===== src/design/tts_pkg.sv =====
// Shared types, constants and saturation helpers for the tridiagonal solver.
// Depends on nothing; every other file imports it.
package tts_pkg;

   localparam int MAX_ROWS  = 64;
   localparam int FRAC_BITS = 16;
   localparam int ROW_W     = 6;
   localparam int DVD_W     = 32 + FRAC_BITS;
   localparam int Q_DEPTH   = 4;
   localparam int QP_W      = $clog2(Q_DEPTH);

   typedef struct packed {
      logic signed [31:0] sub_diag;
      logic signed [31:0] main_diag;
      logic signed [31:0] super_diag;
      logic signed [31:0] rhs;
      logic               last_row;
   } req_type;

   typedef struct packed {
      logic [ROW_W-1:0]   row_index;
      logic signed [31:0] solution;
      logic               last_of_run;
      logic               singular;
   } rsp_type;

   // Row as tagged by the front part: its place in the system and whether it ends it.
   typedef struct packed {
      req_type          row;
      logic [ROW_W-1:0] idx;
      logic             fin;
   } qent_type;

   typedef struct packed {
      logic full;
      logic avail;
   } qstat_type;

   localparam logic signed [31:0] S32_MAX = 32'sh7FFF_FFFF;
   localparam logic signed [31:0] S32_MIN = 32'sh8000_0000;

   function automatic logic signed [31:0] sat_wide(input logic signed [63:0] v);
      logic signed [63:0] hi;
      logic signed [63:0] lo;
      hi = 64'(S32_MAX);
      lo = 64'(S32_MIN);
      if (v > hi) return S32_MAX;
      if (v < lo) return S32_MIN;
      return v[31:0];
   endfunction

   // Floor shift of a full product, then saturate.
   function automatic logic signed [31:0] fx_scale(input logic signed [63:0] p);
      return sat_wide(p >>> FRAC_BITS);
   endfunction

endpackage


===== src/design/tts_queue.sv =====
// Short row queue between the front and back parts.
// Depends on tts_pkg.
module tts_queue import tts_pkg::*; (
   input  logic      clock,
   input  logic      reset,
   input  logic      push,
   input  qent_type  push_data,
   input  logic      pop,
   output qent_type  head,
   output qstat_type stat
);

   qent_type          slot_ff [Q_DEPTH];
   logic [QP_W-1:0]   wp_ff, wp_in, rp_ff, rp_in;
   logic [QP_W:0]     cnt_ff, cnt_in;

   assign stat.full  = (cnt_ff == (QP_W+1)'(Q_DEPTH));
   assign stat.avail = (cnt_ff != '0);
   assign head       = slot_ff[rp_ff];

   always_comb begin
      wp_in  = push ? wp_ff + QP_W'(1) : wp_ff;
      rp_in  = pop  ? rp_ff + QP_W'(1) : rp_ff;
      cnt_in = cnt_ff;
      if (push && !pop) cnt_in = cnt_ff + (QP_W+1)'(1);
      if (!push && pop) cnt_in = cnt_ff - (QP_W+1)'(1);
   end

   always_ff @(posedge clock) begin
      if (reset) begin
         wp_ff  <= '0;
         rp_ff  <= '0;
         cnt_ff <= '0;
      end else begin
         wp_ff  <= wp_in;
         rp_ff  <= rp_in;
         cnt_ff <= cnt_in;
      end
   end

   always_ff @(posedge clock) begin
      if (push) slot_ff[wp_ff] <= push_data;
   end

endmodule


===== config.mk =====
export PLATFORM = sky130hd
export DESIGN_NAME = tts_queue
export DESIGN_NICKNAME = d
export VERILOG_FILES = /design/src/design/tts_pkg.sv /design/src/design/tts_queue.sv
export SDC_FILE = /design/constraint.sdc
export NUM_CORES = 1
export LEC_CHECK = 0
export BUFFER_PORTS_ARGS = -buffer_cell sky130_fd_sc_hd__buf_2
export CAP_MARGIN = 20
export CELL_PAD_IN_SITES_DETAIL_PLACEMENT = 0
export CELL_PAD_IN_SITES_GLOBAL_PLACEMENT = 1
export CORE_UTILIZATION = 54
export CTS_CLUSTER_DIAMETER = 40
export CTS_CLUSTER_SIZE = 16
export DETAILED_ROUTE_END_ITERATION = 8
export GPL_TIMING_DRIVEN = 0
export PLACE_DENSITY = 0.9
export SLEW_MARGIN = 15
export SYNTH_ARGS = -nofsm -noshare
export SYNTH_HDL_FRONTEND = slang
export SYNTH_SLANG_ARGS = --single-unit

===== constraint.sdc =====
create_clock -name clock -period 6.62 [get_ports clock]
set_input_delay 1.324 -clock clock [delete_from_list [all_inputs] [get_ports clock]]
set_output_delay 1.324 -clock clock [all_outputs]
set_load 0.05 [all_outputs]

==> metrics.log <==
[metrics] starting DRC count in detailed routing: 579
[metrics] drt drc: 0
[metrics] global route overflow: 0
[metrics] RSZ-0062 raised after global routing: false
[metrics] dominant cell type by area after synthesis: edfxtp_1
[metrics] Most used DFF post-synth: edfxtp_1
[metrics] number of input and output port buffers inserted: 276
[metrics] Worst Hold Launch: rp_ff[1]$_SDFFE_PP0P_
[metrics] largest cells by area after synthesis: edfxtp_1 (82%), mux4_2 (15%), dfxtp_1 (0.90%)
[metrics] Final nets: 1255
[metrics] reg2reg setup slack: 4.69 ns
[metrics] shortest period the worst path allows: 3.81 ns
[metrics] buffers from clock root to sink, at most: 3
[metrics] wire length of the first global-routing pass: 57900 um
[metrics] number of cells in the finished layout apart from fillers: 1630
[metrics] final hold vios: 0
[metrics] hold crit path type: flip-flop to flip-flop
[metrics] final number of setup-violating endpoints: 0
[metrics] worst vdd rail ir drop: 304 uV
[metrics] cell depth of the worst flop-to-flop path: 4
[metrics] Critical R2R Capture: slot_ff[3][9]$_DFFE_PP_
[metrics] top-count cell post-synth: edfxtp_1
[metrics] WS Path Type: flip-flop to primary output
[metrics] DIE HEIGHT: 195 um
[metrics] maximum number of pins on one net before global-route repair: 51
[metrics] leading cell types by count after synthesis: edfxtp_1 (544), mux4_2 (136), buf_2 (15), dfxtp_1 (9)
[metrics] biggest cell delay along the critical path: 0.58 ns
[metrics] clock tree from TritonCTS: yes
[metrics] layout cell share with drive strength beyond 1: 0.480
[metrics] global router's overall resource usage: 0.207
[metrics] area of the mapped netlist: 0.0200 mm^2
[metrics] Die Footprint: 0.0378 mm^2
[metrics] clock root cell: clkbuf_16
[metrics] Slowest cell on crit path: clkbuf_1
[metrics] via count of the first global-routing pass: 9832
[metrics] number of placement rows: 70
[metrics] clock-pin transition on the worst setup and hold timing paths: 0.06 ns
[metrics] via count: 9256
[metrics] antenna violations before repair: 6
[metrics] CTS sink cnt: 553
[metrics] flip-flop and latch count after synthesis: 553
[metrics] Post-synth EDFFs: 544
[metrics] worst hold path depth: 2
[metrics] number of fillers in the final layout: 2283
[metrics] asr flop ratio synth: 0
[metrics] count of antenna-violating nets left after detailed routing: 0
[metrics] Power per Cell Area: 357 mW/mm^2
[metrics] Critical Path End Type: primary output
[metrics] Achievable Freq: 263 MHz
[metrics] critical path cell sequence: buf_2 > clkbuf_1 > mux4_2 > buf_2
[metrics] width of the die: 195 um
[metrics] required time reported for the critical path endpoint: 5.30 ns
[metrics] routability-driven placement congestion ratio: 0.710
[metrics] slew at the pin closest to its max-slew limit: 0.689 ns
[metrics] top-area cell type share of the netlist area: 0.816
[metrics] Lkg Pwr: 8.33 nW
[metrics] WL per Instance: 23.4 um
[metrics] net count after synthesis: 899
[metrics] H-Tree Level Count: 3
[metrics] Total Routed Length: 38100 um
[metrics] TritonCTS Buffers: 66
[metrics] number of pins exceeding their max-slew limit in the final report: 0
[metrics] clock latency on the worst-skew pair: 0.57 ns
[metrics] count of unique library cells instantiated by Yosys: 20
[metrics] number of gates given a new drive strength after cts: 0
[metrics] sequential fraction of the synthesis area: 0.825
[metrics] area grow syn2layout: 22.2%
[metrics] crit path DAT: 2.48 ns
[metrics] synthesized instance count: 753
[metrics] initial cell density of the core: 0.548
[metrics] Reg2Reg Launch Point: wp_ff[0]$_SDFFE_PP0P_
[metrics] number of vias per cell: 5.68
[metrics] maximum fanout count along the critical path: 10
[metrics] Post-Route Utilization: 0.670
[metrics] critical path launch point type: flip-flop
[metrics] Yosys warnings: 0
[metrics] detailed-routing iteration count for the pre-antenna-repair pass: 5
[metrics] buffers inserted during post-CTS setup optimization: 0
[metrics] most prevalent standard cell on the critical path: buf_2
[metrics] I/O pins: 278
[metrics] # hold bufs at CTS: 0
[metrics] total of max-cap violations: 0
[metrics] mean instance size in the synthesized netlist: 26.6 um^2
[metrics] placed cell count: 1509
[metrics] area of the core: 0.0365 mm^2
[metrics] Fin Clk Skew: 0.0193 ns
[metrics] HPWL reported at the end of detailed placement: 23500 um
[metrics] part of the cycle the worst path needs: 0.575
[metrics] worst-case headroom to the max-slew limit: 0.540
[metrics] run status: finished clean
## registers in the layout, summed over array words and instances (netlist names), named ones only
name / cells
slot_ff: 544
cnt_ff: 3
rp_ff: 2
wp_ff: 2
## critical path, delay by kind of cell (launching register included)
family,cells,cell delay (ns)
buf+inv,3,1.15
mux,1,0.46
flops,1,0.30
## routing by layer
metal,vias to the layer above,track usage,part of all wire
li1,3994,-,-
met5,-,0,0.00066
met2,382,0.331,0.50
met3,71,0.0635,0.088
met4,4,0.0805,0.024
met1,4805,0.270,0.39
## worst max path at each step
stage / cells past startpoint / slack, ns / end / start
2_1_floorplan: 1 / 1.67 / slot_ff[0][0]$_DFFE_PP_ / push
3_3_place_gp: 2 / -0.92 / slot_ff[1][81]$_DFFE_PP_ / push
3_5_place_dp: 5 / 3.38 / head[114] / flip-flop
4_1_cts: 5 / 2.76 / head[114] / flip-flop
5_1_grt: 5 / 2.71 / head[114] / flip-flop
6_report: 4 / 2.81 / head[19] / flip-flop
## kinds of logic (layout without fill, tap and decap cells)
group,count (synthesis),in the layout,share of synthesized area
xor gates and xnor gates,5,5,0.00219
buffers and inverters,34,439,0.0101
adders and majority gates,6,6,0.00413
and+or+nand+nor,15,15,0.00375
DFF,553,553,0.825
other,0,4,0
AOI/OAI and AO/OA,2,2,0.000500
muxes,138,138,0.154
## per-stage QoR
step	setup TNS (ns)	cell area, um^2	setup slack (ns)	hold WS [ns]	power (mW)
floorplan	0	20000	1.67	0.461	4.98
detailed placement	0	22300	3.38	0.505	5.30
CTS	0	24400	2.76	0.543	8.81
finish	0	24500	2.81	0.537	8.72
global placement	-486.29	22000	-0.924	0.481	5.29
global route	0	24500	2.71	0.571	8.99
## power breakdown
group | leakage (nW) | internal, mW | switching (mW) | total, mW
clock network | 1.05 | 2.07 | 1.44 | 3.50
logic | 2.21 | 0.348 | 0.810 | 1.16
registers | 5.07 | 4.02 | 0.0386 | 4.06
## cell type report
| class | count | area, um^2 | area share |
|---|---|---|---|
| inverter | 3 | 11.3 | 0.000460 |
| clock buffer | 73 | 1740 | 0.0712 |
| tap | 468 | 586 | 0.0239 |
| multi-input combinational | 166 | 3300 | 0.135 |
| buffer | 31 | 191 | 0.00783 |
| timing repair buffer | 288 | 1670 | 0.0681 |
| sequential | 553 | 16500 | 0.675 |
| antenna | 4 | 10.0 | 0.000409 |
| clock inverter | 44 | 430 | 0.0176 |
## cell usage in the layout (no fill, tap or decap)
cell type | Yosys | layout
edfxtp_1 | 544 | 544
buf_2 | 15 | 291
mux4_2 | 136 | 136
clkbuf_16 | 0 | 69
clkbuf_1 | 7 | 11
inv_6 | 0 | 10
dfxtp_1 | 9 | 9
clkinv_1 | 0 | 9
nor2_1 | 7 | 7
inv_8 | 0 | 7
buf_6 | 6 | 6
buf_12 | 0 | 6
buf_16 | 0 | 6
ha_1 | 5 | 5
clkinv_4 | 0 | 5
clkinvlp_4 | 0 | 5
diode_2 | 0 | 4
and2_4 | 0 | 4
inv_1 | 3 | 3
buf_4 | 3 | 3
xnor2_1 | 3 | 3
bufinv_16 | 0 | 3
clkinv_8 | 0 | 3
or3_1 | 2 | 2
xor2_1 | 2 | 2
mux2i_1 | 2 | 2
clkinv_2 | 0 | 2
nor3b_1 | 1 | 1
nand2_1 | 1 | 1
o21ai_0 | 1 | 1
a21oi_1 | 1 | 1
fa_1 | 1 | 1
Note: power is estimated with default switching activity, not from simulation.
