<file path="src/design/tts_pkg.sv">
// Shared types, constants and saturation helpers for the tridiagonal solver.
// Depends on nothing; every other file imports it.
package tts_pkg;

   localparam int MAX_ROWS  = 64;
   localparam int FRAC_BITS = 16;
   localparam int ROW_W     = 6;
   localparam int DVD_W     = 32 + FRAC_BITS;
   localparam int Q_DEPTH   = 4;
   localparam int QP_W      = $clog2(Q_DEPTH);

   typedef struct packed {
      logic signed [31:0] sub_diag;
      logic signed [31:0] main_diag;
      logic signed [31:0] super_diag;
      logic signed [31:0] rhs;
      logic               last_row;
   } req_type;

   typedef struct packed {
      logic [ROW_W-1:0]   row_index;
      logic signed [31:0] solution;
      logic               last_of_run;
      logic               singular;
   } rsp_type;

   // Row as tagged by the front part: its place in the system and whether it ends it.
   typedef struct packed {
      req_type          row;
      logic [ROW_W-1:0] idx;
      logic             fin;
   } qent_type;

   typedef struct packed {
      logic full;
      logic avail;
   } qstat_type;

   localparam logic signed [31:0] S32_MAX = 32'sh7FFF_FFFF;
   localparam logic signed [31:0] S32_MIN = 32'sh8000_0000;

   function automatic logic signed [31:0] sat_wide(input logic signed [63:0] v);
      logic signed [63:0] hi;
      logic signed [63:0] lo;
      hi = 64'(S32_MAX);
      lo = 64'(S32_MIN);
      if (v > hi) return S32_MAX;
      if (v < lo) return S32_MIN;
      return v[31:0];
   endfunction

   // Floor shift of a full product, then saturate.
   function automatic logic signed [31:0] fx_scale(input logic signed [63:0] p);
      return sat_wide(p >>> FRAC_BITS);
   endfunction

endpackage

</file>
<file path="src/design/tts_front.sv">
// Front part: accept rows, tag each with its index and end-of-system mark.
// Depends on tts_pkg.
module tts_front import tts_pkg::*; (
   input  logic      clock,
   input  logic      reset,
   input  logic      req_valid,
   output logic      req_ready,
   input  req_type   req_data,
   input  qstat_type q_stat,
   output logic      push,
   output qent_type  push_data
);

   logic [ROW_W-1:0] idx_ff, idx_in;
   logic             fin;

   assign req_ready = !q_stat.full;
   assign push      = req_valid && req_ready;
   assign fin       = req_data.last_row || (idx_ff == ROW_W'(MAX_ROWS - 1));

   assign push_data = '{row: req_data, idx: idx_ff, fin: fin};

   always_comb begin
      idx_in = idx_ff;
      if (push) idx_in = fin ? '0 : idx_ff + ROW_W'(1);
   end

   always_ff @(posedge clock) begin
      if (reset) idx_ff <= '0;
      else       idx_ff <= idx_in;
   end

endmodule

</file>
<file path="config.mk">
export PLATFORM = sky130hd
export DESIGN_NAME = tts_front
export DESIGN_NICKNAME = d
export VERILOG_FILES = /design/src/design/tts_pkg.sv /design/src/design/tts_front.sv
export SDC_FILE = /design/constraint.sdc
export NUM_CORES = 1
export LEC_CHECK = 0
export BUFFER_PORTS_ARGS = -buffer_cell sky130_fd_sc_hd__buf_2
export CORE_AREA = 2 2 107 109
export CTS_BUF_LIST = sky130_fd_sc_hd__clkbuf_4 sky130_fd_sc_hd__clkbuf_8 sky130_fd_sc_hd__clkbuf_16
export DETAILED_ROUTE_END_ITERATION = 10
export DIE_AREA = 0 0 109 111
export MAX_ROUTING_LAYER = met4
export PLACE_DENSITY = 0.46
export SETUP_SLACK_MARGIN = 0.15
export SLEW_MARGIN = 20
export SYNTH_ARGS = -nofsm -noshare
export SYNTH_HDL_FRONTEND = slang
export SYNTH_SLANG_ARGS = --single-unit
export TNS_END_PERCENT = 100
</file>
<file path="constraint.sdc">
create_clock -name clock -period 1.6 [get_ports clock]
set_clock_uncertainty 0.05 [all_clocks]
set_input_delay 0.16 -clock clock [delete_from_list [all_inputs] [get_ports clock]]
set_output_delay 0.16 -clock clock [all_outputs]
set_load 0.02 [all_outputs]
</file>
==> results of run 1 <==
-- where the power goes --
part           internal (mW)  switching (mW)  leakage (nW)
clock                  0.321          0.0922        0.0370
sequential             0.150         0.00205        0.0505
combinational         0.0226          0.0312         0.154
-- per-stage QoR --
| stage | std cells | setup WS (ps) |
|---|---|---|
| after floorplan | 166 | 153 |
| after detailed placement | 193 | 172 |
| after CTS | 197 | 163 |
| final | 201 | 186 |
| after global placement | 193 | 193 |
| after global routing | 201 | 131 |
-- final timing paths --
| check | slack, ps | startpoint | to |
|---|---|---|---|
| max | 190 | idx_ff[1] | push_data[0] |
| min | 150 | reset | idx_ff[3] |
| max reg2reg | 200 | idx_ff[0] | idx_ff[5] |
| min reg2reg | 470 | idx_ff[2] | idx_ff[2] |
-- area by class of cell --
class / instances / area (sq um)
Inverter: 3 / 11.3
Sequential cell: 6 / 129
Tap cell: 143 / 179
Fill cell: 1276 / 10300
Timing Repair Buffer: 20 / 121
Multi-Input combinational cell: 26 / 218
Clock buffer: 3 / 75.1
-- critical path, stage by stage (launching register included) --
cell and delay [ps]:
sky130_fd_sc_hd__dfxtp_4 360, sky130_fd_sc_hd__ha_4 140, sky130_fd_sc_hd__nand3_2 70, sky130_fd_sc_hd__o21bai_1 150
sky130_fd_sc_hd__buf_4 130, sky130_fd_sc_hd__buf_6 110
-- placed cells by master, fill, tap and decap left out, types with 2 or more instances in the layout --
| master | count |
|---|---|
| sky130_fd_sc_hd__a21oi_1 | 2 |
| sky130_fd_sc_hd__a221oi_2 | 2 |
| sky130_fd_sc_hd__buf_2 | 13 |
| sky130_fd_sc_hd__buf_4 | 6 |
| sky130_fd_sc_hd__clkbuf_16 | 3 |
| sky130_fd_sc_hd__dfxtp_1 | 3 |
| sky130_fd_sc_hd__dfxtp_4 | 2 |
| sky130_fd_sc_hd__inv_1 | 3 |
| sky130_fd_sc_hd__nand2_1 | 2 |
| sky130_fd_sc_hd__nand3_2 | 2 |
| sky130_fd_sc_hd__nand3b_1 | 2 |
| sky130_fd_sc_hd__o21ai_0 | 4 |
-- timing repair --
item	in CTS	in global routing
resized for setup	6	3
setup endpoints to repair	1	2
pin swaps	1	2
buffers inserted	1	4
-- kinds of logic (layout without fill, tap and decap cells) --
kind of cell | count (synthesis) | after routing | share of synthesized area (%)
buffers and inverters | 134 | 26 | 76.0
and+or+nand+nor | 13 | 13 | 7.47
AOI/OAI and AO/OA | 12 | 12 | 6.42
DFF | 6 | 6 | 9.20
adders and majority gates | 1 | 1 | 0.958
-- per-layer routing --
metal | vias up | share of wire, % | global-route usage [%]
met1 | 199 | 17 | 1.92
met2 | 74 | 42 | 6.17
li1 | 184 | - | -
met3 | 70 | 21 | 4.17
met4 | 0 | 20 | 10.0
met5 | - | 0 | -
==> run summary, run 1 <==
For the max-slew violation count, the log shows 0. Counting flops with an async set or reset pin after synthesis yields a share of 0%. At the pin with the least slew margin, the transition time is 266 ps. The fraction of final layout cells sized beyond drive strength 1 came out at 60.3%.

The critical path capture point type was an output pin. Measured along the x axis, the die boundary spans 109 um. The tree is rooted in a sky130_fd_sc_hd__clkbuf_16. In this run, synthesis inferred 0 flip-flops with an integrated enable. The flip-flop count of the largest register, all copies and words added works out to 6. The number of different library cells used by synthesis comes to 24. Setup repair after global routing could not meet its margin everywhere. The starting density of the core is 11.8%, and the global-route wire length before repair is 3770 um.

The synthesized design devotes to its leading area cell type 74.7% of total area. The run finished with clean final reports. The finished cells cover 733 sq um. The number of design rule violations left after detail routing was 0.

The tools report the final worst hold slack as 150 ps. The worst-path maximum fanout came out at 3. The cell area that synthesis handed to floorplanning was 1310 sq um. Synthesized flop and latch total: 6. For the number of warnings reported in the yosys synthesis log, the log shows 0.

The tools report the post-detailed-placement half-perimeter wirelength as 2420 um. For the final layout net count, the log shows 195. Register with the most flip-flops: idx_ff. The area of the die is 12,100 sq um. Overall power of the completed layout: 619 uW. The logs give 0.242 nW for the cell leakage power and 2 for the number of optimization iterations in the first detailed-route pass. In this run the worst hold path is classified as in2reg. 272 I/O pins were placed.

Measured against its own limit, the worst slew margin works out to 82.1%. The worst setup path is launched from a flip-flop. The maximum resistive drop on vdd is 239 uV. The instance area at placement was 584 sq um. Number of hold violations in the final report: 0.

In the synthesized netlist, the cells that appear most often are 130 x sky130_fd_sc_hd__buf_4, 6 x sky130_fd_sc_hd__dfxtp_1, 4 x sky130_fd_sc_hd__o21ai_0. The kind of critical path is reg2out. Across the run, the number of max-cap violations was 0. The count of cells along the worst register-to-register path works out to 4.

The number of nets produced by synthesis was 301; the antenna violation net count after detailed routing was 0. Cells fill 6.62% of the core in the end. TritonCTS created 3 clock buffers. In the final layout, the registers with the most flip-flops are idx_ff (6). Summed over all layers, the routed wires come to 3010 um. Global routing consumed, over all layers together, 4.83% of the routing resources. Setup violations remaining at the end of the flow were counted as 0. Adding up every negative setup slack in the final design gives 0 ps. The final period demand of the worst path was 1410 ps. The floorplan step set the die height to 111 um. The run gives 707 MHz as the maximum frequency from static timing analysis. The worst hold path passes through 2 cells. Counting every sink on the clock net gives 6. Dividing the detail-routed wire length by the instance count gives 15.0 um.

Sorting the synthesized cells by area gives the leading types as sky130_fd_sc_hd__buf_4 75%, sky130_fd_sc_hd__dfxtp_1 9.2%, sky130_fd_sc_hd__o21ai_0 1.5%. The via density per instance was 2.62; the share of the cycle needed by the critical path after routing was 88.3%. The number of antenna diodes in the final layout is 0. For the worst setup path, the data arrival time is 1200 ps. The number of cell rows was 39; the synthesized netlist cell count was 166. The via count of the first global-routing pass is 555, and the clock latency of the later-clocked register in the worst-skew pair is 230 ps. The dominant synthesized flop cell was sky130_fd_sc_hd__dfxtp_1. The total number of H-tree levels is 1. Of all cell types, the one taking the most synthesized area is sky130_fd_sc_hd__buf_4. The pin count of the biggest net entering global routing is 14. The clock slew seen by the registers of the worst setup and hold paths is 30 ps. Each instance of the synthesized netlist takes up on average 7.87 sq um.

The run gives 0 as the cts-stage hold buffer count. Power spread over the standard cell area amounts to 845 nW/um^2. After floorplanning, the core was sized to cover 11,100 sq um.

The most frequent cell after synthesis is sky130_fd_sc_hd__buf_4. After the first detailed-routing iteration, the DRC count stood at 15. The tools report the initial antenna violation count as 0. Sequential-to-total area share from yosys stat: 9.20%. The sum of overflow across all layers after global routing came out at 0. The congestion estimate from routability-driven global placement came to 0.654. The clock passes through at most 2 buffers.

The number of buffers added on ports is 14. Data on the critical path is required at its endpoint by 1390 ps. TritonCTS built the clock tree.

The area growth from synthesis to layout is -43.9%. The routed layout has 527 vias.
No activity file was read; power rests on OpenSTA's default activity.
==> run 2: changes to the inputs <==
CORE_AREA = 2 2 104 106   (was 2 2 107 109)
DIE_AREA = 0 0 106 108   (was 0 0 109 111)
PLACE_DENSITY = 0.49   (was 0.46)
clock period = 1.1 ns   (was 1.6 ns; I/O delays follow)
==> run 2 against run 1 <==
Against the previous run:
- the run now ends with setup timing left
- power rose by 13%
- setup slack got worse by 390 ps
- flip-flop and latch count did not move
- die area fell by 5.4%
- largest cell class is now buffers
==> run summary, run 2 (same netlist as run 1, synthesis figures left out) <==
For the critical path data required time, the log shows 1170 ps (-220 ps). The run finished, with violations left. The run gives 11,400 sq um (-5.4%) as the area of the die. The logs give 581 (+10%) for the routed via count and -210 ps (-410 ps) for the worst reg-to-reg setup slack. The count of maximum capacitance violations was 0 (unchanged); the count of cells along the worst register-to-register path was 6 (+2). The tools report the count of filler cells inserted in the layout as 1,168 (-8.5%). The violation count after the first detailed-route iteration is 6 (-9), and the cell leakage power is 0.334 nW (+38%).

The run gives 0 (unchanged) as the number of design rule violations left after detail routing. The via count of the first global-routing pass was 626 (+13%). The run gives 10,200 sq um (-7.6%) as the area of the core. The endpoint identified for the worst register-to-register timing path is idx_ff[1]. The worst-path maximum fanout is 5 (+2), and the synthesis-to-finish area growth is -29.9%.

Via density per instance: 2.81 (+7.1%). In the final layout, the registers with the most flip-flops are idx_ff (6). For the starting density of the core, the log shows 12.8% (+0.97 points). The number of hold violations in the final report was 0 (unchanged); the maximum resistive drop on vdd was 195 uV (-18%). The share of the cycle needed by the critical path after routing came out at 119%.

The global router's overall resource usage is 5.04% (+0.21 points). The count of inserted antenna diode cells came out at 0 (unchanged). The sum of overflow across all layers after global routing is 0 (unchanged), and the post-detailed-placement half-perimeter wirelength is 2260 um (-7.0%). The clock slew seen by the registers of the worst setup and hold paths was 40 ps (about the same); the final period demand of the worst path was 1310 ps. The share of the core filled with cells in the final layout is 8.95% (+2.3 points), and the number of standard cells in the final layout excluding fillers is 207 (+3.0%). The setup violation total in the final timing report was 10 (+10). For the number of clock buffers inserted by TritonCTS, the log shows 3 (unchanged).

The run gives 0 (unchanged) as the cts-stage hold buffer count. The worst hold path depth is 2 (unchanged), and the arrival time reported for the critical path endpoint is 1370 ps (+170 ps). For the maximum root-to-sink buffer count, the log shows 2 (unchanged). The fraction of final layout cells sized beyond drive strength 1 works out to 78.9% (+19 points).

The pre-CTS setup slack came out at -165 ps (-337 ps). Flip-flop count of the largest register, all copies and words added: 6 (unchanged). Final layout net count: 207 (+6.2%). The final reports fail on setup timing. The run gives 0 (unchanged) as the initial antenna violation count. The clock latency of the later-clocked register in the worst-skew pair came out at 230 ps (about the same).

For the total number of H-tree levels, the log shows 1 (unchanged). For the final worst-path setup slack, the log shows -206 ps (-392 ps). Overall power of the completed layout: 701 uW (+13%). The origin of the worst setup path was idx_ff[0]. Setup repair after global routing could not meet its margin everywhere. The run gives 4 (+2) as the number of optimization iterations in the first detailed-route pass. More flip-flops sit in one register than any other, and that register is idx_ff. Number of buffers added on ports: 14 (unchanged).

The nature of the critical path startpoint was a flip-flop. Slew at the pin with the worst max-slew slack: 260 ps (-5.98 ps). The tools report the start point of the worst hold path as reset. The worst hold path belongs to the class in2reg.

The horizontal die dimension is 106 um (-2.8%), and the instance area at placement is 717 sq um (+23%). The worst setup path is captured at a flip-flop. Number of cell rows: 37 (-5.1%). The worst register-to-register path begins at idx_ff[0]. In the layout the commonest cells are 14 x sky130_fd_sc_hd__buf_6, 11 x sky130_fd_sc_hd__buf_4, 7 x sky130_fd_sc_hd__buf_2.

The max-slew violation count is 0 (unchanged). The total power per unit cell area was 765 nW/um^2 (-9.4%); the maximum frequency from static timing analysis was 766 MHz. Leaving out fill and tap cells, the most frequent cell in the layout is sky130_fd_sc_hd__buf_6. The final routed wire length divided by cell count came out at 13.7 um (-8.6%). For the total wire length, the log shows 2840 um (-5.8%). The I/O pin count is 272 (unchanged), and the total instance count after detailed placement is 198 (+2.6%). The logs give 3860 um (+2.4%) for the global-route wire length before repair and 916 sq um (+25%) for the post-route cell area.

The tools report the pin count of the biggest net entering global routing as 10 (-4). TritonCTS built the clock tree. The sink count of the clock tree was 6 (unchanged); the worst max-slew margin expressed relative to the limit was 82.5% (+0.40 points). The setup path with the least slack is of type reg2reg. The clock tree root driver cell is sky130_fd_sc_hd__clkbuf_8.

The vertical extent of the die is 108 um (-2.7%), and the routability-driven placement congestion ratio is 0.632 (-3.4%). The antenna violation net count after detailed routing is 0 (unchanged). The worst min-delay path endpoint is idx_ff[2].
## run 2: cell count changes in the layout (fill, tap and decap cells not counted), sizes merged
cell    delta
clkbuf     +1
buf       +12
## run 2: repair_timing
| item | CTS | global route |
|---|---|---|
| setup buffers | 5 | 0 |
| resized for setup | 26 | 3 |
| setup endpoints to repair | 13 | 12 |
| pin swaps | 1 | 1 |
## run 2: worst max-delay path by stage
stage,endpoint,slack (ps),cells after the start
3_3_place_gp,idx_ff[5],-150,4
2_1_floorplan,idx_ff[5],-150,3
4_1_cts,push_data[0],-210,4
5_1_grt,idx_ff[4],-260,4
6_report,idx_ff[1],-210,6
3_5_place_dp,idx_ff[5],-160,4
## run 2: per-stage QoR
| stage | setup TNS, ps | hold slack (ps) |
|---|---|---|
| floorplan | -556 | 117 |
| global placement | -808 | 170 |
| detailed placement | -856 | 170 |
| CTS | -1170 | 106 |
| global route | -1640 | 159 |
| finish | -1130 | 135 |
## run 2: critical path, stage by stage, from the launching register on
cell and delay, ps:
sky130_fd_sc_hd__dfxtp_4 360, sky130_fd_sc_hd__ha_4 170, sky130_fd_sc_hd__nand3_4 90, sky130_fd_sc_hd__o21bai_4 70, sky130_fd_sc_hd__buf_4 140, sky130_fd_sc_hd__buf_6 110, sky130_fd_sc_hd__o41ai_4 200
## run 2: layout make-up
| class | instances | area (sq um) | share of cell area [%] |
|---|---|---|---|
| Multi-Input combinational cell | 26 | 270 | 29.5 |
| Tap cell | 136 | 170 | 18.6 |
| Inverter | 3 | 11.3 | 1.23 |
| Clock buffer | 4 | 48.8 | 5.33 |
| Timing Repair Buffer | 32 | 275 | 30.1 |
| Sequential cell | 6 | 140 | 15.3 |
## run 2: where the power goes
| part | leakage [nW] | internal (mW) | switching, mW |
|---|---|---|---|
| registers | 0.0529 | 0.210 | 0.00394 |
| clock network | 0.0262 | 0.275 | 0.105 |
| logic | 0.254 | 0.0507 | 0.0556 |
## run 2: layer usage
metal / track usage (%) / vias to the layer above / share of wire [%] / routed length, um
met5: - / - / 0 / 0
met4: 8.36 / 0 / 16 / 447
met3: 3.68 / 64 / 16 / 459
met2: 7.00 / 69 / 44 / 1250
met1: 3.04 / 237 / 24 / 679
li1: - / 211 / - / -
==> run 3: changes to the inputs <==
--- a/constraint.sdc
+++ b/constraint.sdc
@@ -3,3 +3,3 @@
 set_input_delay 0.11 -clock clock [delete_from_list [all_inputs] [get_ports clock]]
 set_output_delay 0.11 -clock clock [all_outputs]
-set_load 0.02 [all_outputs]
+set_load 0.005 [all_outputs]
==> run 3 against run 2 <==
Against the previous run:
- the run still ends with setup timing left
- largest cell class unchanged
- first-iteration DRC count unchanged
- combinational power decreased by 11%
- critical path depth decreased by 1
- sequential power about the same
- clock power increased by 2%
- critical path type is now reg2out
- largest power group unchanged
- sequential share of layout area increased by 0.084 points
- non-clock buffer count unchanged
- global-route usage decreased by 0.50 points
- count of clock-buffer cells in the layout unchanged
- flip-flop and latch count unchanged
==> run summary, run 3 (same netlist as run 1, synthesis figures left out) <==
The slew at the pin with the worst max-slew slack was 269 ps (+9.06 ps); the arrival time reported for the critical path endpoint was 1160 ps (-210 ps). The tools report the cell leakage power as 0.314 nW (-6.0%). The tools report the cts-stage hold buffer count as 0 (unchanged).

The via density per instance is 2.79 (-0.69%), and the worst max-slew margin expressed relative to the limit is 81.9% (-0.61 points). The final routed wire length divided by cell count is 12.6 um (-8.3%). The tools report the total number of H-tree levels as 1 (unchanged). The pin count of the biggest net entering global routing was 9 (-1).

The area of the die is 11,400 sq um (unchanged). The worst setup path is of the reg2out kind. The final layout net count is 207 (unchanged), and the vertical extent of the die is 108 um (unchanged). The tools report the post-detailed-placement half-perimeter wirelength as 2140 um (-5.0%). The number of clock buffers inserted by TritonCTS is 3 (unchanged). The flip-flop count of the largest register, all copies and words added came out at 6 (unchanged). The number of cell rows is 37 (unchanged). The tools report the violation count after the first detailed-route iteration as 6 (unchanged).

Setup repair after global routing could not meet its margin everywhere. The worst-path maximum fanout is 3 (-2). The total power per unit cell area came out at 763 nW/um^2 (-0.24%). The fraction of final layout cells sized beyond drive strength 1 came out at 78.9% (unchanged).

The checks that failed: setup timing. The final worst-path setup slack is -220 ps (-14.5 ps). The nature of the critical path startpoint was a flip-flop. The run finished, with violations left.

The horizontal die dimension was 106 um (unchanged). The logs give 618 (-1.3%) for the via count of the first global-routing pass and 911 sq um (-0.55%) for the post-route cell area. The maximum root-to-sink buffer count was 2 (unchanged); the global router's overall resource usage was 4.54% (-0.50 points). The tools report the maximum frequency from static timing analysis as 757 MHz (-1.1%). Ranked by flip-flop count, first place goes to idx_ff.

The antenna violation net count after detailed routing was 0 (unchanged); the number of hold violations in the final report was 0 (unchanged). The run gives 272 (unchanged) as the I/O pin count. The signal on the critical path passes through ha_4 -> nand3_4 -> o21bai_4 -> buf_6 -> buf_6. The worst setup path is captured at an output pin. The largest stage delay on the critical path works out to 360 ps (about the same). The synthesis-to-finish area growth was -30.3%. The largest registers in the layout are idx_ff (6). For the critical path data required time, the log shows 940 ps (-230 ps). For the max-slew violation count, the log shows 0 (unchanged). The starting density of the core was 12.8% (unchanged). TritonCTS built the clock tree.

The run gives 207 (unchanged) as the number of standard cells in the final layout excluding fillers. The total wire length is 2600 um (-8.3%), and the global-route wire length before repair is 3630 um (-6.1%). The tools report the routed via count as 577 (-0.69%). For the count of maximum capacitance violations, the log shows 0 (unchanged). For the sum of overflow across all layers after global routing, the log shows 0 (unchanged). The library cell used most frequently in the layout, excluding fill and tap cells, is sky130_fd_sc_hd__buf_6. The tools report the maximum resistive drop on vdd as 289 uV (+48%). The final worst hold slack is 119 ps (-15.7 ps), and the routability-driven placement congestion ratio is 0.714 (+13%).

For the number of optimization iterations in the first detailed-route pass, the log shows 2 (-2). Most common cell type on the critical path: sky130_fd_sc_hd__buf_6. The number of design rule violations left after detail routing was 0 (unchanged). Final period demand of the worst path: 1320 ps (+14.5 ps). Clock tree root driver cell: sky130_fd_sc_hd__clkbuf_8.

The number of buffers added on ports came out at 14 (unchanged). The tools report the initial antenna violation count as 0 (unchanged). Clock latency of the later-clocked register in the worst-skew pair: 230 ps (about the same).

The top cell types in the final layout, fill and taps aside, are 14 x sky130_fd_sc_hd__buf_6, 11 x sky130_fd_sc_hd__buf_4, 7 x sky130_fd_sc_hd__buf_2. For the sink count of the clock tree, the log shows 6 (unchanged). The run gives 7 (-3) as the setup violation total in the final timing report. For the area of the core, the log shows 10,200 sq um (unchanged). In this run the worst hold path is classified as in2reg. The total instance count after detailed placement was 200 (+1.0%).

The share of the cycle needed by the critical path after routing was 120% (+1.3 points); the clock slew seen by the registers of the worst setup and hold paths was 40 ps (about the same). The instance area at placement was 732 sq um (+2.1%); the count of inserted antenna diode cells was 0 (unchanged). The slowest cell on the critical path was sky130_fd_sc_hd__dfxtp_4.
[run 3: cell types whose count changed in the layout (fill, tap and decap cells not counted)]
cell                      before  now
sky130_fd_sc_hd__nand3_4       1    2
sky130_fd_sc_hd__nand2_1       2    1
sky130_fd_sc_hd__a21oi_2       2    1
sky130_fd_sc_hd__nand3_2       1    0
sky130_fd_sc_hd__o41ai_2       0    1
sky130_fd_sc_hd__nand2_2       0    1
sky130_fd_sc_hd__o21ai_0       4    3
sky130_fd_sc_hd__a21oi_1       0    1
sky130_fd_sc_hd__o21ai_1       0    1
sky130_fd_sc_hd__o41ai_4       1    0
[run 3: worst paths after layout]
path                   from            to  slack (ps)  depth (start not counted)
hold / removal        reset     idx_ff[2]         120                          2
setup / recovery  idx_ff[1]  push_data[0]        -220                          5
hold reg to reg   idx_ff[5]     idx_ff[5]         490                          2
setup reg to reg  idx_ff[0]     idx_ff[5]        -200                          4
[run 3: through the flow]
stage                     TNS (ps)  total power [mW]  setup WS, ps  util (%)
final                         -966             0.695          -220      8.90
after floorplan               -281             0.627          -102         -
after CTS                    -1110             0.703          -251      8.88
after global routing         -1320             0.728          -273      8.90
after detailed placement      -665             0.297          -154      7.15
after global placement        -642             0.297          -139      7.15
[run 3: layout make-up]
cell class	count	area, sq um
well taps	136	170
flip-flops and latches	6	140
repair buffers	32	275
clock buffers	4	48.8
multi-input cells	26	265
fillers	1179	9320
inverters	3	11.3
[run 3: repair_timing]
action | in CTS | in global routing
setup buffers | 3 | 0
pin swaps | 3 | 2
gates resized for setup | 21 | 3
setup endpoints to repair | 13 | 13
[run 3: critical path: cells and delay by family (launching register included)]
kind / cells / cell delay, ps
AOI/OAI and AO/OA: 1 / 140
adders and majority gates: 1 / 150
buffers and inverters: 2 / 210
DFF: 1 / 360
and+or+nand+nor: 1 / 70
[run 3: layer usage]
layer	up-vias	GRT usage [%]	routed length [um]
li1	208	-	-
met1	235	2.82	601
met2	70	5.48	1030
met3	64	4.94	575
met4	0	6.48	394
met5	-	-	0
[run 3: power breakdown]
part           internal (mW)  leakage, nW  total (mW)  switching (mW)
sequential             0.210       0.0529       0.212         0.00246
clock                  0.275       0.0262       0.388           0.113
combinational         0.0512        0.235      0.0945          0.0433
